==> config.mk <==
export PLATFORM = sky130hd
export DESIGN_NAME = htbl_hash
export DESIGN_NICKNAME = d
export VERILOG_FILES = /design/src/rtl/assert_macros.svh /design/src/rtl/htbl_pkg.sv /design/src/rtl/htbl_hash.sv
export SDC_FILE = /design/constraint.sdc
export NUM_CORES = 1
export LEC_CHECK = 0
export BUFFER_PORTS_ARGS = -buffer_cell sky130_fd_sc_hd__buf_2
export CORE_ASPECT_RATIO = 1.5
export CORE_MARGIN = 1
export CORE_UTILIZATION = 55
export CTS_CLUSTER_DIAMETER = 50
export DETAILED_ROUTE_END_ITERATION = 7
export GPL_TIMING_DRIVEN = 0
export HOLD_SLACK_MARGIN = 0.02
export PLACE_DENSITY = 0.69
export SLEW_MARGIN = 15
export SYNTH_ARGS = -nofsm -noshare
export SYNTH_HDL_FRONTEND = slang
export SYNTH_SLANG_ARGS = --single-unit
==> constraint.sdc <==
create_clock -name clk -period 7.9 [get_ports clk]
set_input_delay 0.79 -clock clk [delete_from_list [all_inputs] [get_ports clk]]
set_output_delay 0.79 -clock clk [all_outputs]
set_load 0.01 [all_outputs]
==> src/rtl/assert_macros.svh <==
// ----------------------------------------------------------------------------
// assert_macros.svh
// Assertion shorthands shared by the RTL; they compile to nothing in synthesis.
// ----------------------------------------------------------------------------
`ifndef ASSERT_MACROS_SVH
`define ASSERT_MACROS_SVH

`ifndef SYNTHESIS

// Property checked at every rising edge outside reset
`define ASSERT_PROP(lbl, clk, rst, prop) \
  lbl: assert property (@(posedge clk) disable iff (rst) (prop)) \
    else $error("%m: assertion failed");

// Condition that must never be seen outside reset
`define ASSERT_NEVER(lbl, clk, rst, cond) \
  lbl: assert property (@(posedge clk) disable iff (rst) !(cond)) \
    else $error("%m: forbidden condition seen");

`else

`define ASSERT_PROP(lbl, clk, rst, prop)
`define ASSERT_NEVER(lbl, clk, rst, cond)

`endif

`endif

==> src/rtl/htbl_pkg.sv <==
// ----------------------------------------------------------------------------
// htbl_pkg
// Shared types and constants of the hashed token bucket limiter.
// ----------------------------------------------------------------------------
package htbl_pkg;

  localparam int KEY_W   = 32;
  localparam int TIME_W  = 32;
  localparam int TOKEN_W = 16;

  // lowbias32-style mixing multipliers
  localparam logic [31:0] MIX_MUL_A = 32'h7feb352d;
  localparam logic [31:0] MIX_MUL_B = 32'h846ca68b;

  // One table slot as held in the slot memory
  typedef struct packed {
    logic               claimed;
    logic [KEY_W-1:0]   owner;
    logic [TIME_W-1:0]  stamp;
    logic [TOKEN_W-1:0] tokens;
  } slot_word_t;

endpackage

==> src/rtl/htbl_hash.sv <==
// ----------------------------------------------------------------------------
// htbl_hash
// Multi-cycle key hash: lowbias32-style mix, then reduction to a table slot.
// ----------------------------------------------------------------------------
module htbl_hash #(
  parameter int  TABLE_DEPTH = 4096,
  localparam int AddrW       = $clog2(TABLE_DEPTH)
) (
  input  logic                         clk,
  input  logic                         rst,
  input  logic                         go,
  input  logic [htbl_pkg::KEY_W-1:0]   key,
  output logic                         done,
  output logic [AddrW-1:0]             base
);

  localparam bit                IsPow2   = (TABLE_DEPTH & (TABLE_DEPTH - 1)) == 0;
  localparam int                RemBits  = 4;
  localparam int                RemSteps = 32 / RemBits;
  localparam int                StepW    = $clog2(RemSteps);
  localparam logic [AddrW:0]    Divisor  = (AddrW + 1)'(TABLE_DEPTH);

  typedef enum logic [2:0] {
    H_IDLE, H_MUL_A, H_MUL_B, H_FOLD, H_REM
  } hash_state_t;

  hash_state_t      state;
  logic [31:0]      mix;
  logic [31:0]      mul_b_in;
  logic [31:0]      fold;
  logic [31:0]      quot;
  logic [31:0]      quot_next;
  logic [AddrW-1:0] rem;
  logic [AddrW-1:0] rem_next;
  logic [AddrW:0]   trial;
  logic [StepW-1:0] step;

  // xor-shift steps between and after the multiplies
  assign mul_b_in = mix ^ (mix >> 15);
  assign fold     = mix ^ (mix >> 16);

  // restoring remainder, RemBits bits per cycle
  always_comb begin
    rem_next  = rem;
    quot_next = quot;
    trial     = '0;
    for (int j = 0; j < RemBits; j++) begin
      trial = {rem_next, quot_next[31]};
      if (trial >= Divisor) begin
        trial = trial - Divisor;
      end
      rem_next  = trial[AddrW-1:0];
      quot_next = {quot_next[30:0], 1'b0};
    end
  end

  // sequencer with registered outputs
  always_ff @(posedge clk) begin
    if (rst) begin
      state <= H_IDLE;
      done  <= 1'b0;
    end else begin
      done <= 1'b0;
      unique case (state)
        H_IDLE: begin
          if (go) begin
            mix   <= key ^ (key >> 16);
            state <= H_MUL_A;
          end
        end
        H_MUL_A: begin
          mix   <= mix * htbl_pkg::MIX_MUL_A;
          state <= H_MUL_B;
        end
        H_MUL_B: begin
          mix   <= mul_b_in * htbl_pkg::MIX_MUL_B;
          state <= H_FOLD;
        end
        H_FOLD: begin
          if (IsPow2) begin
            base  <= fold[AddrW-1:0];
            done  <= 1'b1;
            state <= H_IDLE;
          end else begin
            rem   <= '0;
            quot  <= fold;
            step  <= '0;
            state <= H_REM;
          end
        end
        H_REM: begin
          rem  <= rem_next;
          quot <= quot_next;
          step <= step + 1'b1;
          if (step == StepW'(RemSteps - 1)) begin
            base  <= rem_next;
            done  <= 1'b1;
            state <= H_IDLE;
          end
        end
        default: state <= H_IDLE;
      endcase
    end
  end

endmodule
# Word level (Yosys, flattened, before mapping)
# Cells that the tools add are included.
# word_totals
ff_bits,63
inputBits,35
output_inout_bits,13
elab_cells,48
# op_classes
n_addsub,5
multipliers,2
n_lt_le_gt_ge,4
n_eq_ne,7
n_mux,13
bitwise,4
n_reduce_logical,7
# ops
operator,count
$pmux W32 S3,1
$mux W12,5
$ge A13 B13 Y1 const B,4
$sub A12 B1 Y12 const B,4
$mul A32 B31 Y32 const B,1
$mul A32 B32 Y32 const B,1
$mux W32,1
$xor A32 B16 Y32,1
$xor A32 B17 Y32,1
$pmux W12 S2,1
$pmux W3 S4,1
$xor A12 B12 Y12,1
$eq A3 B2 Y1 const B,2
$eq A3 B3 Y1 const B,2
$mux W3,2
$reduce_and A3 Y1,2
$ne A2 B2 Y1 const B,2
$reduce_and A2 Y1,2
$add A3 B1 Y3 const B,1
$eq A3 B1 Y1 const B,1
$logic_not A3 Y1,1
$reduce_bool A3 Y1,1
$pmux W1 S2,1
$reduce_bool A2 Y1,1
other kinds (2),2

# Depth between registers and ports, before layout
# Gate-level depths: netlist of the first run.
# depth
depth_word,10
mapped_depth,24
ltp_nobuf,24

# Least setup slack after synthesis of the first run
# No wires, ideal clock.
# synth_timing
kind,flip-flop to flip-flop
startpoint,register mix[22]
endpoint,register mix[28] (data pin)
arrival_ps,6906
t_required_ps,7634
setup_slack_ps,729
path_stages_with_launch,23
n_path_buf,0
cell_sequence,edfxtp_1 xnor2_1 clkinv_1 ha_1 ha_1 fa_1 inv_1 fa_1 inv_1 fa_1 inv_1 fa_1 inv_1 fa_1 fa_1 ha_1 nand3_1 o31a_1 a31oi_2 a41oi_1 a211o_1 a41o_1 or3b_1
# synth_via
elab_chain_cells,3
elab_cells_between_ends,4
# synth_rtl
element,line_no,text
"start, declared",htbl_hash.sv:28,logic [31:0] mix;
"start signal, assigned",htbl_hash.sv:67,mix <= key ^ (key >> 16);
"start signal, assigned",htbl_hash.sv:72,mix <= mix * htbl_pkg::MIX_MUL_A;
"start signal, assigned",htbl_hash.sv:76,mix <= mul_b_in * htbl_pkg::MIX_MUL_B;
$xor A32 B17 Y32,htbl_hash.sv:39,assign mul_b_in = mix ^ (mix >> 15);
$mul A32 B32 Y32,htbl_hash.sv:76,
$pmux W32 S3 *,htbl_hash.sv:64,unique case (state)
# Every way passes the cells marked *; elsewhere a longest branch is shown, timed or not.
# A chain may end at the register's enable or synchronous reset.

# Final worst setup path of the first run
# layout_timing
startpoint,register mix[3]
endpoint,register mix[28] (data pin)
# The elaborated chain is that of the path after synthesis.

==> impl_metrics.tcl, run 1 <==
set metrics [dict create \
    status "complete, no violations" \
    area_growth_pct 8.23 \
    netlist_area_um2 18900 \
    hp-start "state[1]" \
    cp_max_fo 13 \
    regArea_um2 1380 \
    finalHoldViolCount 0 \
    finalCritPeriodShare 0.971 \
    async_flop_share 0 \
    drc 0 \
    worstMarginPinSlew_ps 1130 \
    grt_pass1_wl_mm 84.5 \
    holdPathStages 2 \
    via_count 13400 \
    dieArea_um2 35200 \
    nNetsFinal 2718 \
    synth_edf_count 44 \
    cts_tree "yes" \
    die_w_um 154 \
    r2r-end "mix[28]" \
    worst-setup-path-type "reg2reg" \
    route.met2.wl_mm 28.2 \
    min_period_ps 7670 \
    setup_violations 0 \
    gp_congestion 0.962 \
    hold_path_end "state[1]" \
    overflow 0 \
    routed.top_layer "met4" \
    clock_skew_ps 12.3 \
    placed_cells 2325 \
    yosysSeqAreaShare 0.0729 \
    grt_max_degree 16 \
    yosysTopAreaCellShare 0.379 \
    fmax_mhz 130 \
    antenna_found_initial 0 \
    synth.area.top_cells "fa_1, ha_1, inv_1" \
    clkSlewWorstSetupHoldPaths_ps 80 \
    start_kind "flip-flop" \
    htreeDepth 2 \
    drive_gt1_frac 0.0720 \
    ys_ff_latch 47 \
    drv_cap 0 \
    track_usage 0.326 \
    dp_hpwl_mm 46.7 \
    fin_ws_ps 230 \
    wl_per_cell_um 22.9 \
    ys_types 74 \
    fp.coreArea_um2 33700 \
    portBuffers 47 \
    worstReg2RegStart "mix[3]" \
    grt_pass1_vias 15300 \
    required_ps 7950 \
    end_kind "flip-flop" \
    clock_path_buffers 2 \
    path_cells "xor2_1 -> ha_1 -> ha_1 -> inv_1 -> fa_1 -> fa_1 -> inv_1 -> ha_1 -> ha_1 -> fa_1 -> fa_1 -> ha_1 -> buf_4 -> a21oi_1 -> nor2_1 -> a211oi_1 -> o31a_1 -> a31oi_2 -> a41oi_1 -> a211o_1 -> a41o_1 -> or3b_1" \
    viasPerCell 5.62 \
    wl_met3_mm 2.33 \
    cpMaxStageDelayCell "edfxtp_1" \
    relSlewSlack 0.243 \
    ios 48 \
    finalNonFillerCells 2377 \
    cts_buffers 5 \
    ys_warn_count 0 \
    num_antenna_cells 0 \
    reg2reg_slack_ps 230 \
    num_rows 82 \
    cts_root_buffer "clkbuf_16" \
    syn_area_per_cell_um2 10.2 \
    first_pass_iters 4 \
    synth_ff_type "edfxtp_1" \
    slew_viol_final 0 \
    synth_cells 1854 \
    dieHeight_um 229 \
    final_core_util 0.609 \
    rsz0062_at_grt "false" \
    first_iter_violations 569 \
    dp_slack_ps -1020 \
    multi_input_area_um2 15800 \
    start_util 0.563 \
    fin_setup_tns_ps 0 \
    clock_latency_ps 310 \
    r2r_cells 22 \
    routed_wl_mm 54.5 \
    wl_met1_mm 19.0 \
    cts_sinks 47 \
    final_cell_mix "inv_1, ha_1, fa_1, xnor2_1, a21oi_1" \
    max_stage_delay_ps 990 \
    cp_common_cell "ha_1" \
    synth_top_area_cell "fa_1" \
    n_fill_cell 2844 \
    mostFrequentLayoutCell "inv_1" \
    cp.arrival_ps 7720 \
    hp-class "reg2reg" \
    ant_nets 0 \
    synth_fp_nets 2616 \
]
-- layout make-up --
type,count,share of cell area
Clock buffer,5,0.00610
Multi-Input combinational cell,1290,0.773
Clock inverter,3,0.000855
Inverter,501,0.0919
Timing Repair Buffer,95,0.0319
Buffer,16,0.00317
Sequential cell,47,0.0674
Tap cell,420,0.0256
-- metal layers --
layer  up-vias  global-route usage
met4         0               0.258
li1       6033                   -
met3       208              0.0246
met5         -                   0
met1      6650               0.351
met2       476               0.590
-- repair_timing --
| action | CTS | global route |
|---|---|---|
| setup endpoints to repair | 11 | 5 |
| hold buffers | 0 | 0 |
| pin swaps | 1 | 1 |
| setup buffers | 11 | 33 |
| gates resized for setup | 16 | 7 |
-- sequential cells by signal, summed over array words and instances, names as in the netlist --
signal,cells
mix,32
base,12
state,2
done,1
-- how the worst max path moves through the flow --
stage	cells past startpoint	to	startpoint
after floorplan	22	mix[28]	mix[22]
after global placement	22	mix[28]	mix[7]
after detailed placement	22	mix[28]	mix[22]
after CTS	22	mix[28]	mix[21]
after global routing	24	mix[28]	mix[23]
final	22	mix[28]	mix[3]
-- critical path, delay by kind of cell (launching register included) --
kind	cells	cell delay, ps
AO/OA/AOI/OAI	7	1520
XOR/XNOR	1	760
adder cells (fa/ha/maj)	9	3340
buffers and inverters	3	250
flip-flops	1	990
AND/OR/NAND/NOR	2	550
-- cell usage after synthesis (all sizes together) (3+ instances only) --
cell and instances:
a211oi 6, xnor2 114, and3 4, nor4 3
edfxtp 44, xor2 63, a41oi 4, dfxtp 3
a221oi 3, or3b 3, ha 368, o21ai 28
nand3 9, fa 359, inv 500, a31oi 7
nor2 65, a211o 3, or3 4, o221ai 3
o21a 6, nand2 44, nor3 13, o211ai 3
and2 9, nand2b 7, a21oi 68, o21bai 7
a22oi 19, clkbuf 15, nor2b 12, a21o 20
-- cell families (layout without fill, tap and decap cells) --
kind of cell / Yosys count / after routing / share of synthesized area
XOR/XNOR: 177 / 177 / 0.0823
flip-flops: 47 / 47 / 0.0729
multiplexers: 2 / 2 / 0.00106
AND/OR/NAND/NOR: 183 / 183 / 0.0461
adder cells (fa/ha/maj): 727 / 727 / 0.623
AO/OA/AOI/OAI: 201 / 201 / 0.0723
buffers and inverters: 517 / 620 / 0.103
-- stage by stage --
stage                     hold WS [ps]  instance area [um2]
after floorplan                    518                18900
after global placement             550                19700
after detailed placement           573                19800
after CTS                          584                20100
after global routing               629                20500
final                              588                20500
Power of run 1 is left out: the tool's default activity adds up to more than one toggle a clock period on the data nets, which glitch-free logic cannot reach.
==> inputs of run 2 (changes only) <==
Settings changed: BUFFER_PORTS_ARGS -buffer_cell sky130_fd_sc_hd__buf_2 to -buffer_cell sky130_fd_sc_hd__buf_4.
==> run 2 against run 1 <==
  * Clock-buffer cell count is the same
  * Utilization grew 0.55 points
  * Clock skew grew 2.2 ps
  * Sequential cell count is the same
  * First-iteration DRC count grew 23%
  * Maximum frequency shrank 1.3%
  * Worst hold slack gained 3.1 ps
  * Critical endpoint is now mix[31]
  * Largest cell class unchanged
  * Highest routed layer unchanged
==> impl_metrics.tcl, run 2 (same netlist as run 1, synthesis figures left out) <==
set metrics [dict create \
    start_util 0.563 \
    grt_pass1_vias 15200 \
    min_period_ps 7770 \
    finalHoldViolCount 0 \
    clock_skew_ps 14.5 \
    start_kind "flip-flop" \
    ios 48 \
    relSlewSlack 0.209 \
    routed_wl_mm 55.2 \
    dp_hpwl_mm 47.3 \
    die_w_um 154 \
    portBuffers 47 \
    nNetsFinal 2718 \
    track_usage 0.332 \
    viasPerCell 5.69 \
    worst-setup-path-type "reg2reg" \
    n_fill_cell 2794 \
    clkSlewWorstSetupHoldPaths_ps 80 \
    hold_buffers 0 \
    required_ps 7950 \
    gp_congestion 0.944 \
    htreeDepth 2 \
    dieHeight_um 229 \
    clock_path_buffers 2 \
    cts_root_buffer "clkbuf_16" \
    antenna_found_initial 0 \
    num_rows 82 \
    reg_top3 "mix: 32 flops, base: 12 flops, state: 2 flops" \
    rsz0062_at_grt "false" \
    ant_nets 0 \
    clock_latency_ps 300 \
    drive_gt1_frac 0.0726 \
    largest_register_ffs 32 \
    overflow 0 \
    fmax_mhz 129 \
    fin_setup_tns_ps 0 \
    cts_sinks 47 \
    wl_per_cell_um 23.2 \
    first_pass_iters 5 \
    slew_viol_final 0 \
    status "complete, no violations" \
    hp-class "reg2reg" \
    final_cell_mix "inv_1, ha_1, fa_1, xnor2_1, buf_4" \
    area_growth_pct 9.21 \
    setup_violations 0 \
    dieArea_um2 35200 \
    drv_cap 0 \
    max_stage_delay_ps 1080 \
    grt_max_degree 17 \
    end_kind "flip-flop" \
    cp.arrival_ps 7830 \
    via_count 13500 \
    cts_tree "yes" \
    fp.coreArea_um2 33700 \
    cp_common_cell "ha_1" \
    num_antenna_cells 0 \
    path_cells "xor2_2 -> buf_6 -> ha_1 -> ha_1 -> ha_1 -> ha_1 -> fa_1 -> fa_1 -> fa_1 -> fa_1 -> ha_1 -> inv_1 -> nor2_1 -> a221o_1 -> a21bo_2 -> a21oi_1 -> o21ai_0 -> a31oi_1 -> xnor2_1 -> o221ai_2" \
    worstMarginPinSlew_ps 1190 \
    drc 0 \
    first_iter_violations 700 \
    finalCritPeriodShare 0.984 \
    mostFrequentLayoutCell "inv_1" \
    grt_pass1_wl_mm 85.6 \
    cts_buffers 5 \
    cp_max_fo 14 \
    regMostFlops "mix" \
    cpMaxStageDelayCell "edfxtp_1" \
]
## run 2: layer usage
layer	part of all wire	global-route usage	up-vias
li1	-	-	6031
met1	0.34	0.357	6727
met2	0.52	0.598	549
met3	0.051	0.0314	209
met4	0.090	0.254	0
met5	0	0	-
## run 2: stage by stage
step,util,area (um2),setup slack [ps],cells,hold slack [ps]
floorplan,-,18900,729,1854,518
global placement,0.589,19800,-1020,2321,548
detailed placement,0.591,19900,-1040,2325,565
CTS,0.602,20300,11.4,2340,576
global route,0.615,20700,7.78,2377,650
finish,0.615,20700,127,2377,591
## run 2: critical path: cells and delay by family, from the launching register on
| family | cells | cell delay [ps] |
|---|---|---|
| simple gates | 1 | 80 |
| buf+inv | 2 | 410 |
| xor+xnor | 2 | 710 |
| compound gates | 6 | 1620 |
| flops | 1 | 1080 |
| fa+ha+maj | 9 | 3600 |
## run 2: layout make-up
type	instances	area (um2)	share of cell area
Multi-Input combinational cell	1290	15800	0.765
Clock inverter	3	71.3	0.00345
Sequential cell	47	1380	0.0668
Buffer	16	65.1	0.00315
Tap cell	420	526	0.0254
Clock buffer	5	125	0.00605
Inverter	501	1880	0.0911
Timing Repair Buffer	95	807	0.0390
## run 2: what timing repair did
item / in CTS / in global routing
setup buffers: 7 / 36
pin swaps: 2 / 2
endpoints found under the setup margin: 11 / 4
resized for setup: 14 / 6
## run 2: final timing paths
kind,start,end,slack (ps),depth (start not counted)
worst max-delay path,mix[0],mix[31],130,20
worst min-delay path,state[1],state[1],590,2
worst max register to register,mix[0],mix[31],130,20
worst min register to register,state[1],state[1],590,2
Power of run 2 is left out for the same reason.
==> inputs of run 3 (changes only) <==
Settings changed: CELL_PAD_IN_SITES_DETAIL_PLACEMENT from default to 0, CELL_PAD_IN_SITES_GLOBAL_PLACEMENT from default to 1, CORE_UTILIZATION 55 to 53, PLACE_DENSITY 0.69 to 0.81.
==> run 3 against run 2 <==
  * First-iteration DRC count decreased by 8.1%
  * Cell count grew 2.4%
  * Global-route usage down 0.14 points
  * Highest routed layer unchanged
==> impl_metrics.tcl, run 3 (same netlist as run 1, synthesis figures left out) <==
set metrics [dict create \
    required_ps 7960 \
    dieArea_um2 36500 \
    n_fill_cell 3095 \
    grt_pass1_vias 15000 \
    cts_buffers 5 \
    wl_per_cell_um 23.0 \
    finalCritPeriodShare 0.969 \
    num_rows 84 \
    finalHoldViolCount 0 \
    fmax_mhz 131 \
    setup_violations 0 \
    ios 48 \
    end_kind "flip-flop" \
    cts_tree "yes" \
    drc 0 \
    reg_top3 "mix: 32 flops, base: 12 flops, state: 2 flops" \
    dp_hpwl_mm 48.2 \
    reg2reg_slack_ps 250 \
    antenna_found_initial 0 \
    portBuffers 47 \
    first_iter_violations 643 \
    relSlewSlack 0.198 \
    htreeDepth 2 \
    regMostFlops "mix" \
    worstMarginPinSlew_ps 1200 \
    cp_max_fo 12 \
    clkSlewWorstSetupHoldPaths_ps 80 \
    drive_gt1_frac 0.0739 \
    crit_path_start "mix[2]" \
    slew_viol_final 0 \
    r2r_cells 19 \
    nNetsFinal 2722 \
    rsz0062_at_grt "false" \
    largest_register_ffs 32 \
    min_period_ps 7650 \
    routed_wl_mm 56.1 \
    viasPerCell 5.46 \
    final_cell_mix "inv_1, ha_1, fa_1, xnor2_1, buf_4" \
    grt_max_degree 17 \
    hold_buffers 0 \
    num_antenna_cells 0 \
    ant_nets 0 \
    path_cells "xor2_1 -> ha_1 -> fa_1 -> ha_1 -> inv_1 -> fa_1 -> inv_1 -> fa_1 -> fa_1 -> fa_1 -> fa_1 -> ha_1 -> a21o_1 -> a21o_1 -> a221oi_1 -> o21ai_0 -> a31oi_1 -> xnor2_1 -> o221ai_2" \
    track_usage 0.331 \
    grt_pass1_wl_mm 86.6 \
    clock_skew_ps 11.5 \
    worst-setup-path-type "reg2reg" \
    whs_ps 606 \
    die_w_um 156 \
    cpMaxStageDelayCell "edfxtp_1" \
    area_growth_pct 9.55 \
    cp.arrival_ps 7710 \
    overflow 0 \
    first_pass_iters 4 \
    hp-class "reg2reg" \
    clock_path_buffers 2 \
    status "complete, no violations" \
    max_stage_delay_ps 990 \
    drv_cap 0 \
    clock_latency_ps 310 \
    fp.coreArea_um2 35100 \
    worstReg2RegStart "mix[2]" \
    cts_root_buffer "clkbuf_16" \
    cts_sinks 47 \
    cp_common_cell "fa_1" \
    crit_end "mix[31]" \
    dieHeight_um 234 \
    via_count 13300 \
    start_util 0.539 \
    r2r-end "mix[31]" \
    start_kind "flip-flop" \
    mostFrequentLayoutCell "inv_1" \
    gp_congestion 0.932 \
]
[run 3: timing repair]
item                                    in CTS  in global routing
buffers inserted                             8                 38
gates resized for setup                     15                  7
pin swaps                                    2                  1
endpoints found under the setup margin      10                  7
[run 3: how the worst min path moves through the flow]
stage | from | end | slack (ps) | depth (start not counted)
2_1_floorplan | state[1] | state[1] | 520 | 2
3_3_place_gp | state[1] | state[1] | 550 | 2
3_5_place_dp | state[1] | state[1] | 570 | 2
4_1_cts | state[1] | state[1] | 580 | 2
5_1_grt | state[1] | state[1] | 600 | 2
6_report | state[1] | state[1] | 610 | 2
[run 3: final cells by class]
class / count / area (um2) / share of cell area
inverter: 501 / 1880 / 0.0908
clock buffer: 5 / 125 / 0.00603
multi-input combinational: 1290 / 15800 / 0.763
timing repair buffer: 99 / 791 / 0.0381
buffer: 16 / 65.1 / 0.00314
tap: 473 / 592 / 0.0285
sequential: 47 / 1380 / 0.0666
clock inverter: 3 / 71.3 / 0.00344
[run 3: critical path: cells and delay by family (launching register included)]
kind                       cells  cell delay [ps]
xor gates and xnor gates       2             1110
DFF                            1              990
AOI/OAI and AO/OA              6             1260
adders and majority gates      9             3900
buffers and inverters          2              130
[run 3: per-layer routing]
metal / track usage / share of wire / vias up
met5: 0 / 0 / -
met4: 0.252 / 0.095 / 0
met3: 0.0263 / 0.042 / 208
met2: 0.594 / 0.51 / 439
met1: 0.360 / 0.35 / 6600
li1: - / - / 6041
[run 3: metrics by stage]
| stage | setup slack (ps) | cell area [um2] | utilization | std cells | TNS [ps] |
|---|---|---|---|---|---|
| final | 247 | 20700 | 0.591 | 2434 | 0 |
| after global routing | 10.8 | 20700 | 0.591 | 2434 | 0 |
| after CTS | 35.8 | 20400 | 0.580 | 2396 | 0 |
| after detailed placement | -887 | 20000 | 0.569 | 2380 | -5560 |
| after global placement | -856 | 19900 | 0.566 | 2374 | -5000 |
| after floorplan | 729 | 18900 | - | 1854 | 0 |
Power of run 3 is left out for the same reason.
